File: src/design/qrs_pkg.sv
// shared constants and types of the quadratic root solver
`default_nettype none
package qrs_pkg;
  localparam int FRAC_BITS_DEF  = 16;
  localparam int COEF_WIDTH_DEF = 32;
  localparam int EPS_W          = 16;
  localparam logic [EPS_W-1:0] EPS_RESET = EPS_W'(1);

  typedef enum logic [1:0] {
    CNT_ZERO = 2'd0,
    CNT_ONE  = 2'd1,
    CNT_TWO  = 2'd2,
    CNT_INF  = 2'd3
  } cnt_t;

  typedef struct packed {
    cnt_t cnt;
    logic den_neg;
  } front_ctl_t;
endpackage
`default_nettype wire

File: src/design/qrs_sqrt.sv
// pipelined integer square root, one result bit per stage
`default_nettype none
module qrs_sqrt #(
  parameter int RW     = qrs_pkg::COEF_WIDTH_DEF + 1,
  parameter int SIDE_W = 1
) (
  input  wire logic                clk,
  input  wire logic                rst_n,
  input  wire logic                en,
  input  wire logic                in_valid,
  input  wire logic [2*RW-1:0]     in_rad,
  input  wire logic [SIDE_W-1:0]   in_side,
  output logic                     out_valid,
  output logic [RW-1:0]            out_root,
  output logic [SIDE_W-1:0]        out_side
);
  localparam int DW = 2 * RW;

  logic [RW:0]     vld_r;
  logic [RW+1:0]   rem_r   [RW+1];
  logic [RW-1:0]   root_r  [RW+1];
  logic [DW-1:0]   rad_r   [RW+1];
  logic [SIDE_W-1:0] side_r [RW+1];
  logic [RW+1:0]   rem_nxt [RW+1];
  logic [RW-1:0]   root_nxt[RW+1];
  logic [DW-1:0]   rad_nxt [RW+1];
  logic [RW+1:0]   rsh     [RW];
  logic [RW+1:0]   trial   [RW];
  logic [RW-1:0]   ge;

  always_comb begin
    rem_nxt[0]  = '0;
    root_nxt[0] = '0;
    rad_nxt[0]  = in_rad;
    for (int k = 0; k < RW; k++) begin
      rsh[k]   = {rem_r[k][RW-1:0], rad_r[k][DW-1 -: 2]};
      trial[k] = {root_r[k], 2'b01};
      ge[k]    = rsh[k] >= trial[k];
      rem_nxt[k+1]  = ge[k] ? (rsh[k] - trial[k]) : rsh[k];
      root_nxt[k+1] = {root_r[k][RW-2:0], ge[k]};
      rad_nxt[k+1]  = {rad_r[k][DW-3:0], 2'b00};
    end
  end

  always_ff @(posedge clk) begin
    if (!rst_n) begin
      vld_r <= '0;
    end else if (en) begin
      vld_r <= {vld_r[RW-1:0], in_valid};
    end
  end

  always_ff @(posedge clk) begin
    if (en) begin
      side_r[0] <= in_side;
      for (int k = 0; k <= RW; k++) begin
        rem_r[k]  <= rem_nxt[k];
        root_r[k] <= root_nxt[k];
        rad_r[k]  <= rad_nxt[k];
      end
      for (int k = 0; k < RW; k++) begin
        side_r[k+1] <= side_r[k];
      end
    end
  end

  assign out_valid = vld_r[RW];
  assign out_root  = root_r[RW];
  assign out_side  = side_r[RW];
endmodule
`default_nettype wire

File: config.mk
export PLATFORM = sky130hd
export DESIGN_NAME = qrs_sqrt
export DESIGN_NICKNAME = d
export VERILOG_FILES = /design/src/design/qrs_pkg.sv /design/src/design/qrs_sqrt.sv
export SDC_FILE = /design/constraint.sdc
export NUM_CORES = 2
export LEC_CHECK = 0
export ABC_AREA = 0
export BUFFER_PORTS_ARGS = -buffer_cell sky130_fd_sc_hd__buf_2
export CAP_MARGIN = 20
export CORE_UTILIZATION = 57
export CTS_CLUSTER_DIAMETER = 50
export DETAILED_ROUTE_END_ITERATION = 10
export PLACE_DENSITY = 0.76
export SLEW_MARGIN = 20
export SYNTH_ARGS = -nofsm -noshare
export SYNTH_HDL_FRONTEND = slang
export SYNTH_MEMORY_MAX_BITS = 65536
export SYNTH_SLANG_ARGS = --single-unit
File: constraint.sdc
create_clock -name clk -period 3.3 [get_ports clk]
set_clock_uncertainty 0.05 [all_clocks]
set_input_delay 0.495 -clock clk [delete_from_list [all_inputs] [get_ports clk]]
set_output_delay 0.495 -clock clk [all_outputs]
set_load 0.01 [all_outputs]
==> impl_metrics.csv <==
group,metric,value,unit
floorplan,io_pins,106,
synth,syn_area,127200,um^2
timing,fin_ws,-0.1664,ns
setup_path,critPathLaunchType,"register",
floorplan,dieArea,225000,um^2
drt,vias_per_cell,5.693,
placement,numPortBuffers,105,
outcome,status,"finished with violations",
floorplan,num_rows,173,
timing,rsz0062_at_grt,"true",
setup_path,path_class,"register to register",
power_and_ir_drop,p_per_area,703.7,nW/um^2
power_and_ir_drop,p_seq_share,44.5,%
floorplan,coreArea,221900,um^2
hold_path,hold_path_class,"input pin to register",
placement,placed_area,137300,um^2
power_and_ir_drop,combPwrFrac,24.0,%
finish,layout_common_cells,"edfxtp_1, buf_4, inv_1, nand2_1, ha_1",
setup_path,worstPathRequired,3.88,ns
placement,dp_hpwl,196.7,mm
finish,final_cell_area,150400,um^2
floorplan,floorplan.initialDensity,57.31,%
timing,hold_viol,0,
clocking,cts_tree,"yes",
synth,synthFlopType,"edfxtp_1",
setup_path,timing.rr.start,"rem_r[26][3]",
global_routing,track_usage,24.29,%
synth,async_reset_ff_share,0,%
power_and_ir_drop,p_clk_share,31.5,%
synth,synth_nets,10447,
clocking,root_buffer,"clkbuf_16",
placement,gp_congestion,0.9225,
power_and_ir_drop,power_switching,30.71,mW
power_and_ir_drop,irDropWorstVdd,0.0006368,V
power_and_ir_drop,swShare,29.01,%
timing,hold_slack,0.1014,ns
synth,synth.avg_cell_area,13.00,um^2
synth,yosysUniqueCellTypes,98,
job,cap_viol_max_count,0,
finish,finalNonFillerCells,14175,
global_routing,antenna_found_initial,3,
synth,ys_ff_latch,2758,
global_routing,grt_pass1_wl,431.3,mm
setup_path,cp_max_fo,8,
finish,area_delta_synth_final,18.30,%
clocking,cts.sinks,2758,
synth,synth_top_cell_by_area,"edfxtp_1",
global_routing,grt_overflow,0,
setup_path,r2r_setup_slack,-0.17,ns
global_routing,grt_max_degree,133,
floorplan,die_w,474.3,um
timing,fin_crit,3.466,ns
finish,layout_commonest_cell,"edfxtp_1",
finish,nNetsFinal,11622,
power_and_ir_drop,p_leak,58.84,nW
drt,ant_nets,0,
finish,fillers,15472,
clocking,cts_buffer_depth,4,
timing,slew-limit-headroom,51.64,%
drt,remaining_drc_errors,0,
setup_path,arrival,4.05,ns
clocking,clk_latency,0.93,ns
synth,synthCells,9781,
setup_path,r2r-end,"rem_r[27][16]",
clocking,numCtsBuffers,323,
drt,avgRoutedWirePerCell,19.63,um
drt,wl,278.2,mm
timing,worst_slew_pin_slew,0.7187,ns
drt,dr_total_vias,80699,
finish,drive_gt1_share,16.77,%
clocking,h-tree-depth,5,
synth,synthTopCellsByArea,"edfxtp_1, ha_1, xor2_1, xnor2_1, o21ai_0",
floorplan,die_y,474.3,um
timing,setup_viol_count_final,43,
outcome,violations,"setup timing",
timing,drv_slew,0,
synth,yosysWarnings,0,
setup_path,critPathCapture,"rem_r[27][16]",
placement,dpl.cell_count,13457,
timing,max_freq,288.5,MHz
drt,drt-pass1-iter-count,8,
synth,synth_seq_area_share,64.86,%
clocking,clk_pin_slew,0.06,ns
global_routing,grt_pass1_vias,79348,
synth,yosys.area.top_type_share,64.33,%
synth,synth_edf_count,2724,
setup_path,cp-end-kind,"register",
timing,fin_crit_sh,105.0,%
drt,drtIter0Drc,6081,
power_and_ir_drop,intPower,75.15,mW
setup_path,crit_path_start,"rem_r[26][3]",
setup_path,rr_worst_depth,10,
==> worst min path at each step <==
stage,from,to,slack (ns),cells past startpoint
after global routing,en,root_r[22][17],0.03,1
after CTS,en,root_r[22][17],0.02,1
final,en,root_r[22][17],0.10,1
after detailed placement,rad_r[9][29],rad_r[10][31],0.35,0
after floorplan,rad_r[9][18],rad_r[10][20],0.35,0
after global placement,rad_r[6][42],rad_r[7][44],0.35,0
==> flip-flops by register name, indices dropped and copies added, names as in the netlist <==
name    flops
vld_r      34
rem_r    1007
rad_r    1122
side_r     34
root_r    561
==> per-stage QoR <==
stage | setup slack [ns] | total power [mW] | TNS [ns] | util [%]
floorplan | 0.002376 | 62.01 | 0 | -
global placement | -0.2146 | 70.68 | -4.558 | 61.87
detailed placement | -0.3713 | 71.11 | -8.084 | 61.87
CTS | -0.1689 | 105.1 | -2.980 | 66.92
global route | -0.3253 | 110.8 | -11.98 | 67.80
finish | -0.1664 | 105.9 | -3.736 | 67.81
==> layout make-up <==
class | count | area, um^2 | share of cell area [%]
Tap cell | 2975 | 3722 | 2.474
Inverter | 753 | 2829 | 1.880
Sequential cell | 2758 | 82480 | 54.83
Clock inverter | 176 | 1549 | 1.030
Antenna cell | 3 | 7.507 | 0.004990
Multi-Input combinational cell | 6071 | 42700 | 28.38
Clock buffer | 390 | 8451 | 5.617
Timing Repair Buffer | 1049 | 8706 | 5.787
==> cells by family (layout without fill, tap and decap cells) <==
kind of cell | count (synthesis) | after routing | share of synthesized area [%]
other cells | 1 | 4 | 0.002949
fa+ha+maj | 595 | 595 | 5.854
compound gates | 2012 | 2012 | 9.874
mux | 143 | 143 | 1.220
buf+inv | 952 | 2368 | 2.852
flops | 2758 | 2758 | 64.86
simple gates | 2519 | 2519 | 9.819
xor+xnor | 801 | 801 | 5.517
==> power by group through the flow <==
stage               Sequential [mW]  Clock (mW)  Combinational [mW]
CTS                            47.1        34.1                23.8
global placement               47.6           0                23.0
finish                         47.1        33.4                25.4
floorplan                      46.3           0                15.7
detailed placement             47.7           0                23.4
global route                   47.5        35.5                27.9
==> synth_stat cells, types with 14 or more instances <==
| cell type | n |
|---|---|
| nor2b_1 | 116 |
| a21boi_0 | 24 |
| o211ai_1 | 34 |
| o21a_1 | 114 |
| o2111ai_1 | 14 |
| nand2b_1 | 129 |
| mux2i_1 | 47 |
| xor2_1 | 410 |
| nand2_1 | 698 |
| and3_1 | 82 |
| and2_1 | 31 |
| o31a_1 | 18 |
| a211oi_1 | 47 |
| dfxtp_1 | 34 |
| or4_1 | 69 |
| a21oi_1 | 559 |
| inv_1 | 750 |
| o21ai_0 | 566 |
| nor4_1 | 123 |
| nand3b_1 | 22 |
| ha_1 | 595 |
| a21o_1 | 275 |
| edfxtp_1 | 2724 |
| or2_2 | 38 |
| nor2_1 | 555 |
| nand3_1 | 159 |
| nor3_1 | 223 |
| nand4_1 | 98 |
| a211o_1 | 26 |
| o31ai_1 | 62 |
| a31oi_1 | 71 |
| xnor2_1 | 391 |
| and4_1 | 17 |
| buf_2 | 33 |
| mux2_2 | 96 |
| or3_1 | 95 |
| nor3b_1 | 14 |
| clkbuf_1 | 157 |
| o21bai_1 | 47 |
==> what timing repair did <==
item | 4_1_cts | 5_1_grt
pin swaps | 16 | 69
setup endpoints to repair | 211 | 556
setup buffers | 13 | 63
gates cloned | 2 | 6
hold buffers | 70 | 0
endpoints found under the hold margin | 101 | 0
gates resized for setup | 93 | 329
==> worst max-delay path, cell delays in order (launching register included) <==
cell and delay, ns:
edfxtp_1 0.40, ha_1 0.31, a21o_1 0.20, a21o_1 0.17
a211o_1 0.33, a2111o_1 0.45, a311oi_4 0.33, o31ai_4 0.12
a221oi_4 0.31, buf_12 0.19, mux2_4 0.31
==> per-layer routing <==
metal	routed length (um)	part of all wire (%)	GRT usage [%]
met1	119200	43	32.09
met2	137100	49	41.52
met3	13200	4.7	3.177
met4	8715	3.1	7.876
met5	0	0	0
Note: power is estimated with default switching activity, not from simulation.
